<file path="src/design/w2rgb_pkg.sv">
// Shared types, constants and segment tables for the wavelength to RGB pipeline.
// No dependencies; every other file in the design imports this package.
`timescale 1ns / 1ps

package w2rgb_pkg;

  // Field widths.
  localparam int WL_W    = 10;
  localparam int CHAN_W  = 8;
  localparam int NUM_W   = 7;   // colour numerator, at most 70
  localparam int INTEN_W = 10;  // edge intensity in units of 1/800, at most 800
  localparam int PROD_W  = 17;  // numerator times intensity, below 2^17
  localparam int N2_W    = 25;  // doubled scaled numerator plus bias, below 2^25
  localparam int RECIP_W = 15;  // reciprocal of the doubled denominator
  localparam int DIV_W   = 17;  // doubled denominator, 1600 * den
  localparam int BIAS_W  = 16;  // rounding bias, 800 * den
  localparam int Q_W     = 9;   // quotient estimate with headroom
  localparam int REM_W   = 26;  // width of quotient times divisor

  // Shift that goes with the reciprocals below; 2^25 exceeds the largest dividend,
  // so the estimate is low by at most one.
  localparam int RECIP_SHIFT = 25;

  // Wavelength break points in nanometres.
  localparam logic [WL_W-1:0] WL_MIN    = 10'd380;
  localparam logic [WL_W-1:0] WL_RAMP_LO = 10'd420;
  localparam logic [WL_W-1:0] WL_VIOLET = 10'd440;
  localparam logic [WL_W-1:0] WL_BLUE   = 10'd490;
  localparam logic [WL_W-1:0] WL_CYAN   = 10'd510;
  localparam logic [WL_W-1:0] WL_GREEN  = 10'd580;
  localparam logic [WL_W-1:0] WL_YELLOW = 10'd645;
  localparam logic [WL_W-1:0] WL_RAMP_HI = 10'd700;
  localparam logic [WL_W-1:0] WL_MAX    = 10'd780;

  // Edge intensity: floor 0.3 and full scale 1.0, in units of 1/800.
  localparam logic [INTEN_W-1:0] INTEN_FLOOR = 10'd240;
  localparam logic [INTEN_W-1:0] INTEN_FULL  = 10'd800;
  localparam logic [INTEN_W-1:0] INTEN_STEP_HI = 10'd7;
  localparam logic [INTEN_W-1:0] INTEN_STEP_LO = 10'd14;

  // Segment denominators.
  localparam int DEN_VIOLET = 60;
  localparam int DEN_BLUE   = 50;
  localparam int DEN_CYAN   = 20;
  localparam int DEN_GREEN  = 70;
  localparam int DEN_YELLOW = 65;
  localparam int DEN_RED    = 1;

  localparam int INT_DEN = 800;

  localparam int RECIP_VIOLET = (1 << RECIP_SHIFT) / (2 * INT_DEN * DEN_VIOLET);
  localparam int RECIP_BLUE   = (1 << RECIP_SHIFT) / (2 * INT_DEN * DEN_BLUE);
  localparam int RECIP_CYAN   = (1 << RECIP_SHIFT) / (2 * INT_DEN * DEN_CYAN);
  localparam int RECIP_GREEN  = (1 << RECIP_SHIFT) / (2 * INT_DEN * DEN_GREEN);
  localparam int RECIP_YELLOW = (1 << RECIP_SHIFT) / (2 * INT_DEN * DEN_YELLOW);
  localparam int RECIP_RED    = (1 << RECIP_SHIFT) / (2 * INT_DEN * DEN_RED);

  // Colour segment of the spectrum. Out-of-range input uses SEG_RED with zero numerators.
  typedef enum logic [2:0] {
    SEG_VIOLET,
    SEG_BLUE,
    SEG_CYAN,
    SEG_GREEN,
    SEG_YELLOW,
    SEG_RED
  } seg_t;

  // Decoded item handed from the decode stage to the channel pipelines.
  typedef struct packed {
    seg_t               seg;
    logic [NUM_W-1:0]   red_num;
    logic [NUM_W-1:0]   grn_num;
    logic [NUM_W-1:0]   blu_num;
    logic [INTEN_W-1:0] inten;
  } dec_t;

  // Segment denominator as a numerator value (full colour).
  function automatic logic [NUM_W-1:0] seg_den(seg_t s);
    logic [NUM_W-1:0] d;
    unique case (s)
      SEG_VIOLET: d = NUM_W'(DEN_VIOLET);
      SEG_BLUE:   d = NUM_W'(DEN_BLUE);
      SEG_CYAN:   d = NUM_W'(DEN_CYAN);
      SEG_GREEN:  d = NUM_W'(DEN_GREEN);
      SEG_YELLOW: d = NUM_W'(DEN_YELLOW);
      SEG_RED:    d = NUM_W'(DEN_RED);
      default:    d = NUM_W'(DEN_RED);
    endcase
    return d;
  endfunction

  // Rounding bias, 800 * den.
  function automatic logic [BIAS_W-1:0] seg_bias(seg_t s);
    return BIAS_W'(INT_DEN * int'(seg_den(s)));
  endfunction

  // Doubled denominator, 1600 * den.
  function automatic logic [DIV_W-1:0] seg_div(seg_t s);
    return DIV_W'(2 * INT_DEN * int'(seg_den(s)));
  endfunction

  // floor(2^RECIP_SHIFT / (1600 * den)).
  function automatic logic [RECIP_W-1:0] seg_recip(seg_t s);
    logic [RECIP_W-1:0] r;
    unique case (s)
      SEG_VIOLET: r = RECIP_W'(RECIP_VIOLET);
      SEG_BLUE:   r = RECIP_W'(RECIP_BLUE);
      SEG_CYAN:   r = RECIP_W'(RECIP_CYAN);
      SEG_GREEN:  r = RECIP_W'(RECIP_GREEN);
      SEG_YELLOW: r = RECIP_W'(RECIP_YELLOW);
      SEG_RED:    r = RECIP_W'(RECIP_RED);
      default:    r = RECIP_W'(RECIP_RED);
    endcase
    return r;
  endfunction

endpackage

</file>
<file path="src/design/w2rgb_if.sv">
// Valid/ready channel interfaces for the wavelength input and the RGB result.
// Depends on w2rgb_pkg for the field widths.
`timescale 1ns / 1ps

interface w2rgb_in_if;
  import w2rgb_pkg::*;
  logic            valid;
  logic            ready;
  logic [WL_W-1:0] wavelength_nm;

  modport source (output valid, output wavelength_nm, input ready);
  modport sink   (input valid, input wavelength_nm, output ready);
endinterface

interface w2rgb_out_if;
  import w2rgb_pkg::*;
  logic              valid;
  logic              ready;
  logic [CHAN_W-1:0] red;
  logic [CHAN_W-1:0] green;
  logic [CHAN_W-1:0] blue;

  modport source (output valid, output red, output green, output blue, input ready);
  modport sink   (input valid, input red, input green, input blue, output ready);
endinterface

</file>
<file path="src/design/wavelength_to_rgb_unit.sv">
// Top level of the wavelength to RGB colour map: decode stage, three channel
// pipelines and the valid chain. Depends on w2rgb_pkg, w2rgb_if, w2rgb_decode, w2rgb_chan.
//
//   Channel   Role      Payload                  Transfer when
//   in_ch     sink      wavelength_nm[9:0]       in_ch.valid && in_ch.ready
//   out_ch    source    red, green, blue [7:0]   out_ch.valid && out_ch.ready
//
// One item enters per clock unless the output is held; it passes through decode, product,
// scaling, reciprocal multiply, back multiply, correction and output register stages.
// Reset clears the six stage valid bits; the data registers are not reset.
// When a result is held at the output, the whole pipeline freezes and in_ch.ready
// drops; bubbles move forward while the output is empty or being taken.
`timescale 1ns / 1ps

module wavelength_to_rgb_unit (
  input logic        clk,
  input logic        rst_n,
  w2rgb_in_if.sink   in_ch,
  w2rgb_out_if.source out_ch
);
  import w2rgb_pkg::*;

  localparam int STAGES = 6;

  logic              en;
  logic              in_xfer;
  logic [STAGES-1:0] v_r;
  logic [STAGES-1:0] v_nxt;
  dec_t              dec;

  // Pipeline advances whenever the output register is empty or being drained.
  assign en      = !v_r[STAGES-1] || out_ch.ready;
  assign in_xfer = in_ch.valid && en;
  assign v_nxt   = {v_r[STAGES-2:0], in_ch.valid};

  always_ff @(posedge clk) begin
    if (!rst_n) begin
      v_r <= '0;
    end else if (en) begin
      v_r <= v_nxt;
    end
  end

  assign in_ch.ready  = en;
  assign out_ch.valid = v_r[STAGES-1];

  w2rgb_decode u_decode (
    .clk           (clk),
    .en            (en),
    .wavelength_nm (in_ch.wavelength_nm),
    .dec_o         (dec)
  );

  w2rgb_chan u_red (
    .clk     (clk),
    .en      (en),
    .seg_i   (dec.seg),
    .num_i   (dec.red_num),
    .inten_i (dec.inten),
    .chan_o  (out_ch.red)
  );

  w2rgb_chan u_green (
    .clk     (clk),
    .en      (en),
    .seg_i   (dec.seg),
    .num_i   (dec.grn_num),
    .inten_i (dec.inten),
    .chan_o  (out_ch.green)
  );

  w2rgb_chan u_blue (
    .clk     (clk),
    .en      (en),
    .seg_i   (dec.seg),
    .num_i   (dec.blu_num),
    .inten_i (dec.inten),
    .chan_o  (out_ch.blue)
  );

  // An accepted transfer occupies the first stage on the next cycle.
  a_enter: assert property (@(posedge clk) disable iff (!rst_n)
    in_xfer |=> v_r[0])
    else $error("accepted item did not enter the first stage");

  // A stall freezes every valid bit.
  a_stall_hold: assert property (@(posedge clk) disable iff (!rst_n)
    !en |=> $stable(v_r))
    else $error("valid bits moved during a stall");

  // A wavelength outside the visible range comes out black once it has moved through every stage without a stall.
  a_black: assert property (@(posedge clk) disable iff (!rst_n)
    (in_xfer && ((in_ch.wavelength_nm < WL_MIN) || (in_ch.wavelength_nm > WL_MAX)))
      ##1 en ##1 en ##1 en ##1 en ##1 en
      |=> (out_ch.valid && (out_ch.red == '0) && (out_ch.green == '0)
           && (out_ch.blue == '0)))
    else $error("out-of-range wavelength did not give black");

endmodule

</file>
<file path="src/design/w2rgb_decode.sv">
// First pipeline stage: finds the colour segment, the three colour numerators
// and the edge intensity of one wavelength. Depends on w2rgb_pkg.
`timescale 1ns / 1ps

module w2rgb_decode (
  input  logic                           clk,
  input  logic                           en,
  input  logic [w2rgb_pkg::WL_W-1:0]     wavelength_nm,
  output w2rgb_pkg::dec_t                dec_o
);
  import w2rgb_pkg::*;

  dec_t            dec_r;
  dec_t            dec_nxt;
  logic            black;
  logic [WL_W-1:0] diff_hi;
  logic [WL_W-1:0] diff_lo;

  // Segment and numerators; anything outside the visible range maps to black.
  always_comb begin
    black   = (wavelength_nm < WL_MIN) || (wavelength_nm > WL_MAX);
    diff_hi = WL_MAX - wavelength_nm;
    diff_lo = wavelength_nm - WL_MIN;
    dec_nxt = '0;
    priority if (black) begin
      dec_nxt.seg = SEG_RED;
    end else if (wavelength_nm <= WL_VIOLET) begin
      dec_nxt.seg     = SEG_VIOLET;
      dec_nxt.red_num = NUM_W'(WL_VIOLET - wavelength_nm);
      dec_nxt.blu_num = NUM_W'(DEN_VIOLET);
    end else if (wavelength_nm <= WL_BLUE) begin
      dec_nxt.seg     = SEG_BLUE;
      dec_nxt.grn_num = NUM_W'(wavelength_nm - WL_VIOLET);
      dec_nxt.blu_num = NUM_W'(DEN_BLUE);
    end else if (wavelength_nm <= WL_CYAN) begin
      dec_nxt.seg     = SEG_CYAN;
      dec_nxt.grn_num = NUM_W'(DEN_CYAN);
      dec_nxt.blu_num = NUM_W'(WL_CYAN - wavelength_nm);
    end else if (wavelength_nm <= WL_GREEN) begin
      dec_nxt.seg     = SEG_GREEN;
      dec_nxt.red_num = NUM_W'(wavelength_nm - WL_CYAN);
      dec_nxt.grn_num = NUM_W'(DEN_GREEN);
    end else if (wavelength_nm <= WL_YELLOW) begin
      dec_nxt.seg     = SEG_YELLOW;
      dec_nxt.red_num = NUM_W'(DEN_YELLOW);
      dec_nxt.grn_num = NUM_W'(WL_YELLOW - wavelength_nm);
    end else begin
      dec_nxt.seg     = SEG_RED;
      dec_nxt.red_num = NUM_W'(DEN_RED);
    end

    // Intensity falls off linearly toward both ends of the visible range.
    priority if (black) begin
      dec_nxt.inten = INTEN_FULL;
    end else if (wavelength_nm >= WL_RAMP_HI) begin
      dec_nxt.inten = INTEN_FLOOR + INTEN_STEP_HI * diff_hi;
    end else if (wavelength_nm < WL_RAMP_LO) begin
      dec_nxt.inten = INTEN_FLOOR + INTEN_STEP_LO * diff_lo;
    end else begin
      dec_nxt.inten = INTEN_FULL;
    end
  end

  // Stage register, held while the pipeline is stalled.
  always_ff @(posedge clk) begin
    if (en) begin
      dec_r <= dec_nxt;
    end
  end

  assign dec_o = dec_r;

endmodule

</file>
<file path="src/design/w2rgb_chan.sv">
// Five-stage scaling pipeline for one colour channel: multiply by intensity and
// by 255, then divide by the segment constant with rounding. Depends on w2rgb_pkg.
`timescale 1ns / 1ps

module w2rgb_chan (
  input  logic                              clk,
  input  logic                              en,
  input  w2rgb_pkg::seg_t                   seg_i,
  input  logic [w2rgb_pkg::NUM_W-1:0]       num_i,
  input  logic [w2rgb_pkg::INTEN_W-1:0]     inten_i,
  output logic [w2rgb_pkg::CHAN_W-1:0]      chan_o
);
  import w2rgb_pkg::*;

  // Stage 2: numerator times intensity.
  logic [PROD_W-1:0] p_r;
  logic [PROD_W-1:0] p_nxt;
  seg_t              seg_a_r;
  // Stage 3: doubled scaled numerator plus rounding bias.
  logic [N2_W-1:0]   n2_r;
  logic [N2_W-1:0]   n2_nxt;
  seg_t              seg_b_r;
  // Stage 4: quotient estimate from the reciprocal.
  logic [Q_W-1:0]    q_r;
  logic [Q_W-1:0]    q_nxt;
  logic [N2_W-1:0]   n2_b_r;
  seg_t              seg_c_r;
  logic [N2_W+RECIP_W-1:0] recip_prod;
  // Stage 5: estimate times divisor.
  logic [REM_W-1:0]  qd_r;
  logic [REM_W-1:0]  qd_nxt;
  logic [Q_W-1:0]    q_b_r;
  logic [N2_W-1:0]   n2_c_r;
  seg_t              seg_d_r;
  // Stage 6: one correction step and the output byte.
  logic [CHAN_W-1:0] chan_r;
  logic [CHAN_W-1:0] chan_nxt;
  logic [REM_W-1:0]  rem;
  logic [Q_W-1:0]    q_fix;

  always_comb begin
    p_nxt      = PROD_W'(num_i) * PROD_W'(inten_i);
    // Times 510 as 512 minus 2, plus 800 * den.
    n2_nxt     = N2_W'((REM_W'(p_r) << 9) - (REM_W'(p_r) << 1) + REM_W'(seg_bias(seg_a_r)));
    recip_prod = (N2_W + RECIP_W)'(n2_r) * (N2_W + RECIP_W)'(seg_recip(seg_b_r));
    q_nxt      = recip_prod[RECIP_SHIFT +: Q_W];
    qd_nxt     = REM_W'(q_r) * REM_W'(seg_div(seg_c_r));
    // The estimate is low by at most one; bump it when the remainder reaches the divisor.
    rem        = REM_W'(n2_c_r) - qd_r;
    q_fix      = (rem >= REM_W'(seg_div(seg_d_r))) ? q_b_r + Q_W'(1) : q_b_r;
    chan_nxt   = q_fix[CHAN_W-1:0];
  end

  // All stages advance together under the common enable.
  always_ff @(posedge clk) begin
    if (en) begin
      p_r     <= p_nxt;
      seg_a_r <= seg_i;
      n2_r    <= n2_nxt;
      seg_b_r <= seg_a_r;
      q_r     <= q_nxt;
      n2_b_r  <= n2_r;
      seg_c_r <= seg_b_r;
      qd_r    <= qd_nxt;
      q_b_r   <= q_r;
      n2_c_r  <= n2_b_r;
      seg_d_r <= seg_c_r;
      chan_r  <= chan_nxt;
    end
  end

  assign chan_o = chan_r;

endmodule
</file>
<file path="src/flat_wrapper.sv">
// flat-port wrapper written by rule: the top's interface ports become plain ports
module wavelength_to_rgb_unit_flat import w2rgb_pkg::*;
  (clk, rst_n, in_ch_valid, in_ch_wavelength_nm, in_ch_ready, out_ch_valid, out_ch_red, out_ch_green, out_ch_blue, out_ch_ready);
  w2rgb_in_if in_ch_i ();
  w2rgb_out_if out_ch_i ();
  input logic clk;
  input logic rst_n;
  input wire logic [$bits(in_ch_i.valid)-1:0] in_ch_valid;
  input wire logic [$bits(in_ch_i.wavelength_nm)-1:0] in_ch_wavelength_nm;
  output wire logic [$bits(in_ch_i.ready)-1:0] in_ch_ready;
  output wire logic [$bits(out_ch_i.valid)-1:0] out_ch_valid;
  output wire logic [$bits(out_ch_i.red)-1:0] out_ch_red;
  output wire logic [$bits(out_ch_i.green)-1:0] out_ch_green;
  output wire logic [$bits(out_ch_i.blue)-1:0] out_ch_blue;
  input wire logic [$bits(out_ch_i.ready)-1:0] out_ch_ready;
  assign in_ch_i.valid = in_ch_valid;
  assign in_ch_i.wavelength_nm = in_ch_wavelength_nm;
  assign in_ch_ready = in_ch_i.ready;
  assign out_ch_valid = out_ch_i.valid;
  assign out_ch_red = out_ch_i.red;
  assign out_ch_green = out_ch_i.green;
  assign out_ch_blue = out_ch_i.blue;
  assign out_ch_i.ready = out_ch_ready;
  wavelength_to_rgb_unit u_core (.clk(clk), .rst_n(rst_n), .in_ch(in_ch_i), .out_ch(out_ch_i));
endmodule
</file>
<file path="config.mk">
export PLATFORM = sky130hd
export DESIGN_NAME = wavelength_to_rgb_unit_flat
export DESIGN_NICKNAME = d
export VERILOG_FILES = /design/src/design/w2rgb_pkg.sv /design/src/design/w2rgb_if.sv /design/src/design/wavelength_to_rgb_unit.sv /design/src/design/w2rgb_decode.sv /design/src/design/w2rgb_chan.sv /design/src/flat_wrapper.sv
export SDC_FILE = /design/constraint.sdc
export NUM_CORES = 2
export LEC_CHECK = 0
export BUFFER_PORTS_ARGS = -buffer_cell sky130_fd_sc_hd__buf_4
export CAP_MARGIN = 15
export CORE_ASPECT_RATIO = 1.5
export CORE_MARGIN = 4
export CORE_UTILIZATION = 50
export DETAILED_ROUTE_END_ITERATION = 10
export PLACE_DENSITY = 0.65
export SLEW_MARGIN = 40
export SYNTH_ARGS = -nofsm -noshare
export SYNTH_HDL_FRONTEND = slang
export SYNTH_SLANG_ARGS = --single-unit
export TNS_END_PERCENT = 100
</file>
<file path="constraint.sdc">
create_clock -name clk -period 11.3 [get_ports clk]
set_input_delay 0.565 -clock clk [delete_from_list [all_inputs] [get_ports clk]]
set_output_delay 0.565 -clock clk [all_outputs]
set_load 0.05 [all_outputs]
</file>
==> impl_metrics.prom <==
# TYPE chip_impl_metric gauge
chip_impl_info{name="run_status",value="finished clean"} 1
chip_impl_metric{name="worst_clock_skew_on_the_final_layout",unit="ns"} 0.0260
chip_impl_metric{name="final_net_count",unit=""} 8438
chip_impl_metric{name="ys_seq_area_share",unit="%"} 20.7
chip_impl_metric{name="fin_crit",unit="ns"} 8.36
chip_impl_metric{name="clk_pin_slew",unit="ns"} 0.06
chip_impl_metric{name="synthesis.area",unit="um2"} 65500
chip_impl_metric{name="yosys.area.top_type_share",unit="%"} 29.8
chip_impl_metric{name="detail-route-antenna-nets",unit=""} 0
chip_impl_metric{name="tns",unit="ns"} 0
chip_impl_metric{name="ioPinCount",unit=""} 40
chip_impl_metric{name="timing.hold.ws",unit="ns"} 0.188
chip_impl_metric{name="final_worst_path_setup_slack",unit="ns"} 2.94
chip_impl_metric{name="post_cts.repair.setup_buffers",unit=""} 0
chip_impl_metric{name="num_rows",unit=""} 162
chip_impl_metric{name="port_buffers",unit=""} 39
chip_impl_metric{name="cap_violations",unit=""} 0
chip_impl_metric{name="die_height",unit="um"} 451
chip_impl_metric{name="maximum_number_of_pins_on_one_net_before_global_route_repair",unit=""} 101
chip_impl_metric{name="worst_rel_slew_slack",unit="%"} 40.4
chip_impl_metric{name="timing.final.hold_violations",unit=""} 0
chip_impl_metric{name="ctsHoldBuffers",unit=""} 0
chip_impl_metric{name="first_pass_grt_wire_length",unit="mm"} 249
chip_impl_metric{name="first_pass_iters",unit=""} 6
chip_impl_metric{name="cp.required",unit="ns"} 11.67
chip_impl_metric{name="numClockSinks",unit=""} 454
chip_impl_metric{name="post-place-ws",unit="ns"} 2.94
chip_impl_info{name="cts_tree",value="yes"} 1
chip_impl_metric{name="route.detailed.wl_per_inst",unit="um"} 18.0
chip_impl_metric{name="antenna_found_initial",unit=""} 0
chip_impl_info{name="synth.cells.most_frequent",value="sky130_fd_sc_hd__inv_1, sky130_fd_sc_hd__fa_1, sky130_fd_sc_hd__ha_1, sky130_fd_sc_hd__nand2_1, sky130_fd_sc_hd__edfxtp_1"} 1
chip_impl_metric{name="grt_pass1_vias",unit=""} 49060
chip_impl_metric{name="globalRouteTotalUtil",unit="%"} 22.9
chip_impl_metric{name="final_slew_viol_count",unit=""} 0
chip_impl_metric{name="fp.dieW",unit="um"} 303
chip_impl_metric{name="final_min_period_over_clock_period",unit="%"} 74.0
chip_impl_metric{name="grt_remaining_overflow",unit=""} 0
chip_impl_metric{name="wirelength",unit="mm"} 152
chip_impl_info{name="most_common_cell_in_the_netlist",value="sky130_fd_sc_hd__inv_1"} 1
chip_impl_metric{name="cts_inserted_buffers",unit=""} 51
chip_impl_metric{name="fin_area",unit="um2"} 69200
chip_impl_info{name="dominantRegCellSynth",value="sky130_fd_sc_hd__edfxtp_1"} 1
chip_impl_metric{name="worst-r2r-setup-slack",unit="ns"} 2.94
chip_impl_metric{name="ys_seq_elements",unit=""} 454
chip_impl_metric{name="worst_pin_slew",unit="ns"} 0.894
chip_impl_metric{name="area_growth",unit="%"} 5.68
chip_impl_info{name="rsz0062_at_grt",value="no"} 1
chip_impl_info{name="yosys-top-cells-area",value="sky130_fd_sc_hd__fa_1, sky130_fd_sc_hd__edfxtp_1, sky130_fd_sc_hd__ha_1"} 1
chip_impl_metric{name="setup_viol",unit=""} 0
chip_impl_metric{name="drt_drc_violations_left",unit=""} 0
chip_impl_info{name="synth_top_cell_by_area",value="sky130_fd_sc_hd__fa_1"} 1
chip_impl_metric{name="synthDistinctLibCells",unit=""} 85
chip_impl_info{name="start_kind",value="register"} 1
chip_impl_info{name="cts_root_buf",value="sky130_fd_sc_hd__clkbuf_16"} 1
chip_impl_metric{name="dp_hpwl",unit="mm"} 122
chip_impl_metric{name="ctsHtreeMaxLevel",unit=""} 2
chip_impl_metric{name="timing.critical_path.arrival",unit="ns"} 8.73
chip_impl_metric{name="synthesis.instances",unit=""} 6757
chip_impl_metric{name="critical_path_peak_fanout",unit=""} 31
chip_impl_metric{name="ys.warnings.count",unit=""} 0
chip_impl_metric{name="postCtsResizedCells",unit=""} 0
chip_impl_metric{name="start_util",unit="%"} 50.3
chip_impl_metric{name="vias",unit=""} 45083
chip_impl_metric{name="postSynthAreaPerCell",unit="um2"} 9.69
chip_impl_metric{name="clock_tree.buffer_depth",unit=""} 3
chip_impl_metric{name="fmaxAchievable",unit="MHz"} 120
chip_impl_metric{name="initial_drc_count",unit=""} 2164
chip_impl_metric{name="fp.dieArea",unit="um2"} 137000
chip_impl_metric{name="drive_above_1_share",unit="%"} 3.57
chip_impl_info{name="setup.worst_path.end_class",value="register"} 1
chip_impl_metric{name="placed_area",unit="um2"} 67400
chip_impl_info{name="timing_worst_setup_path_type",value="register to register"} 1
chip_impl_metric{name="fp.coreArea",unit="um2"} 130000
chip_impl_metric{name="n_fill_cell",unit=""} 11779
chip_impl_metric{name="worst_skew_pair.late_latency",unit="ns"} 0.64
chip_impl_metric{name="vias_per_inst",unit=""} 5.35
chip_impl_metric{name="synth_enable_flop_cells",unit=""} 448
chip_impl_metric{name="postSynth.asyncResetShare",unit="%"} 0
chip_impl_metric{name="finalWeightedCongestion",unit=""} 0.914
chip_impl_info{name="hold_path_class",value="primary input to register"} 1
-- cells by family (layout without fill, tap and decap cells) --
family / Yosys count / after routing / synth area share [%]
compound gates: 701 / 701 / 6.92
xor+xnor: 288 / 288 / 3.85
fa+ha+maj: 1764 / 1764 / 44.9
buf+inv: 1658 / 1598 / 9.60
flops: 454 / 454 / 20.7
mux: 12 / 12 / 0.197
other cells: 1 / 4 / 0.00573
simple gates: 1879 / 1879 / 13.8
-- cell type report --
cell class,count,area [um2],share of cell area [%]
diodes,1,2.50,0.00362
clock inverters,37,429,0.620
inverters,1417,5330,7.70
flip-flops and latches,454,13600,19.6
repair buffers,89,708,1.02
multi-input cells,4647,45700,66.0
well taps,1722,2150,3.11
clock buffers,55,1310,1.90
-- layer usage --
metal | part of all wire, % | vias to the layer above | global-route usage [%]
li1 | - | 21162 | -
met2 | 53 | 1014 | 42.9
met4 | 5.0 | 0 | 10.2
met5 | 0 | - | 0
met3 | 3.7 | 352 | 2.16
met1 | 38 | 22555 | 26.2
-- state kept, by name (all words and copies together) (netlist names), 20 cells and up --
signal / count
u_core.u_blue.n2_c_r: 24
u_core.u_green.n2_c_r: 24
u_core.u_green.n2_r: 24
u_core.u_blue.n2_b_r: 24
u_core.u_red.n2_b_r: 24
u_core.u_red.qd_r: 20
u_core.u_green.n2_b_r: 24
u_core.u_red.n2_c_r: 24
u_core.u_blue.n2_r: 24
u_core.u_green.qd_r: 20
u_core.u_blue.qd_r: 20
u_core.u_decode.dec_o: 34
u_core.u_red.n2_r: 24
-- critical path, cell delays in order, from the launching register on --
cell                        delay [ns]
sky130_fd_sc_hd__edfxtp_1         0.54
sky130_fd_sc_hd__nor2_4           0.61
sky130_fd_sc_hd__buf_4            0.46
sky130_fd_sc_hd__nand2_1          0.18
sky130_fd_sc_hd__o21ai_0          0.30
sky130_fd_sc_hd__fa_1             0.44
sky130_fd_sc_hd__inv_1            0.09
sky130_fd_sc_hd__fa_1             0.41
sky130_fd_sc_hd__inv_1            0.09
sky130_fd_sc_hd__fa_1             0.44
sky130_fd_sc_hd__fa_1             0.50
sky130_fd_sc_hd__fa_1             0.50
sky130_fd_sc_hd__inv_1            0.05
sky130_fd_sc_hd__fa_1             0.48
sky130_fd_sc_hd__inv_1            0.04
sky130_fd_sc_hd__ha_1             0.29
sky130_fd_sc_hd__a21o_1           0.16
sky130_fd_sc_hd__a21o_1           0.16
sky130_fd_sc_hd__a2111oi_0        0.65
sky130_fd_sc_hd__o211ai_1         0.19
sky130_fd_sc_hd__a31oi_1          0.28
sky130_fd_sc_hd__o21ai_0          0.24
sky130_fd_sc_hd__o41ai_1          0.51
sky130_fd_sc_hd__o21bai_1         0.17
sky130_fd_sc_hd__a21oi_1          0.20
sky130_fd_sc_hd__xnor2_1          0.09
-- final timing paths --
kind                                                         start                                 end  cells after the start
worst min register to register  u_core.u_green.n2_b_r[2]$_DFFE_PP_  u_core.u_green.n2_c_r[2]$_DFFE_PP_                      0
worst max register to register   u_core.u_red.seg_b_r[0]$_DFFE_PP_       u_core.u_red.q_r[8]$_DFFE_PP_                     25
worst min-delay path                                         rst_n          u_core.v_r[5]$_SDFFE_PN0P_                      2
worst max-delay path             u_core.u_red.seg_b_r[0]$_DFFE_PP_       u_core.u_red.q_r[8]$_DFFE_PP_                     25
-- layout by cell type, fill, tap and decap left out, types with 27 or more instances in the layout --
master and n:
sky130_fd_sc_hd__inv_1 1414, sky130_fd_sc_hd__fa_1 976, sky130_fd_sc_hd__ha_1 788, sky130_fd_sc_hd__nand2_1 763, sky130_fd_sc_hd__edfxtp_1 448, sky130_fd_sc_hd__and2_1 392
sky130_fd_sc_hd__nor2_1 292, sky130_fd_sc_hd__xnor2_1 209, sky130_fd_sc_hd__a21oi_1 193, sky130_fd_sc_hd__o21ai_0 157, sky130_fd_sc_hd__nand3_1 84, sky130_fd_sc_hd__buf_4 83
sky130_fd_sc_hd__xor2_1 76, sky130_fd_sc_hd__nor2b_1 67, sky130_fd_sc_hd__nor3_1 63, sky130_fd_sc_hd__a21o_1 56, sky130_fd_sc_hd__clkbuf_16 52, sky130_fd_sc_hd__nand2b_1 45
sky130_fd_sc_hd__o21a_1 37, sky130_fd_sc_hd__or2_2 36, sky130_fd_sc_hd__and3_1 35, sky130_fd_sc_hd__o21bai_1 34, sky130_fd_sc_hd__nand4_1 27
-- through the flow --
step | utilization, % | std cells
after floorplan | - | 6759
after global placement | 51.8 | 8327
after detailed placement | 51.8 | 8327
after CTS | 53.2 | 8419
after global routing | 53.2 | 8421
final | 53.2 | 8422
Power is not shown: default switching activity piles up to over one toggle a cycle in this logic, so the estimate is an artifact.
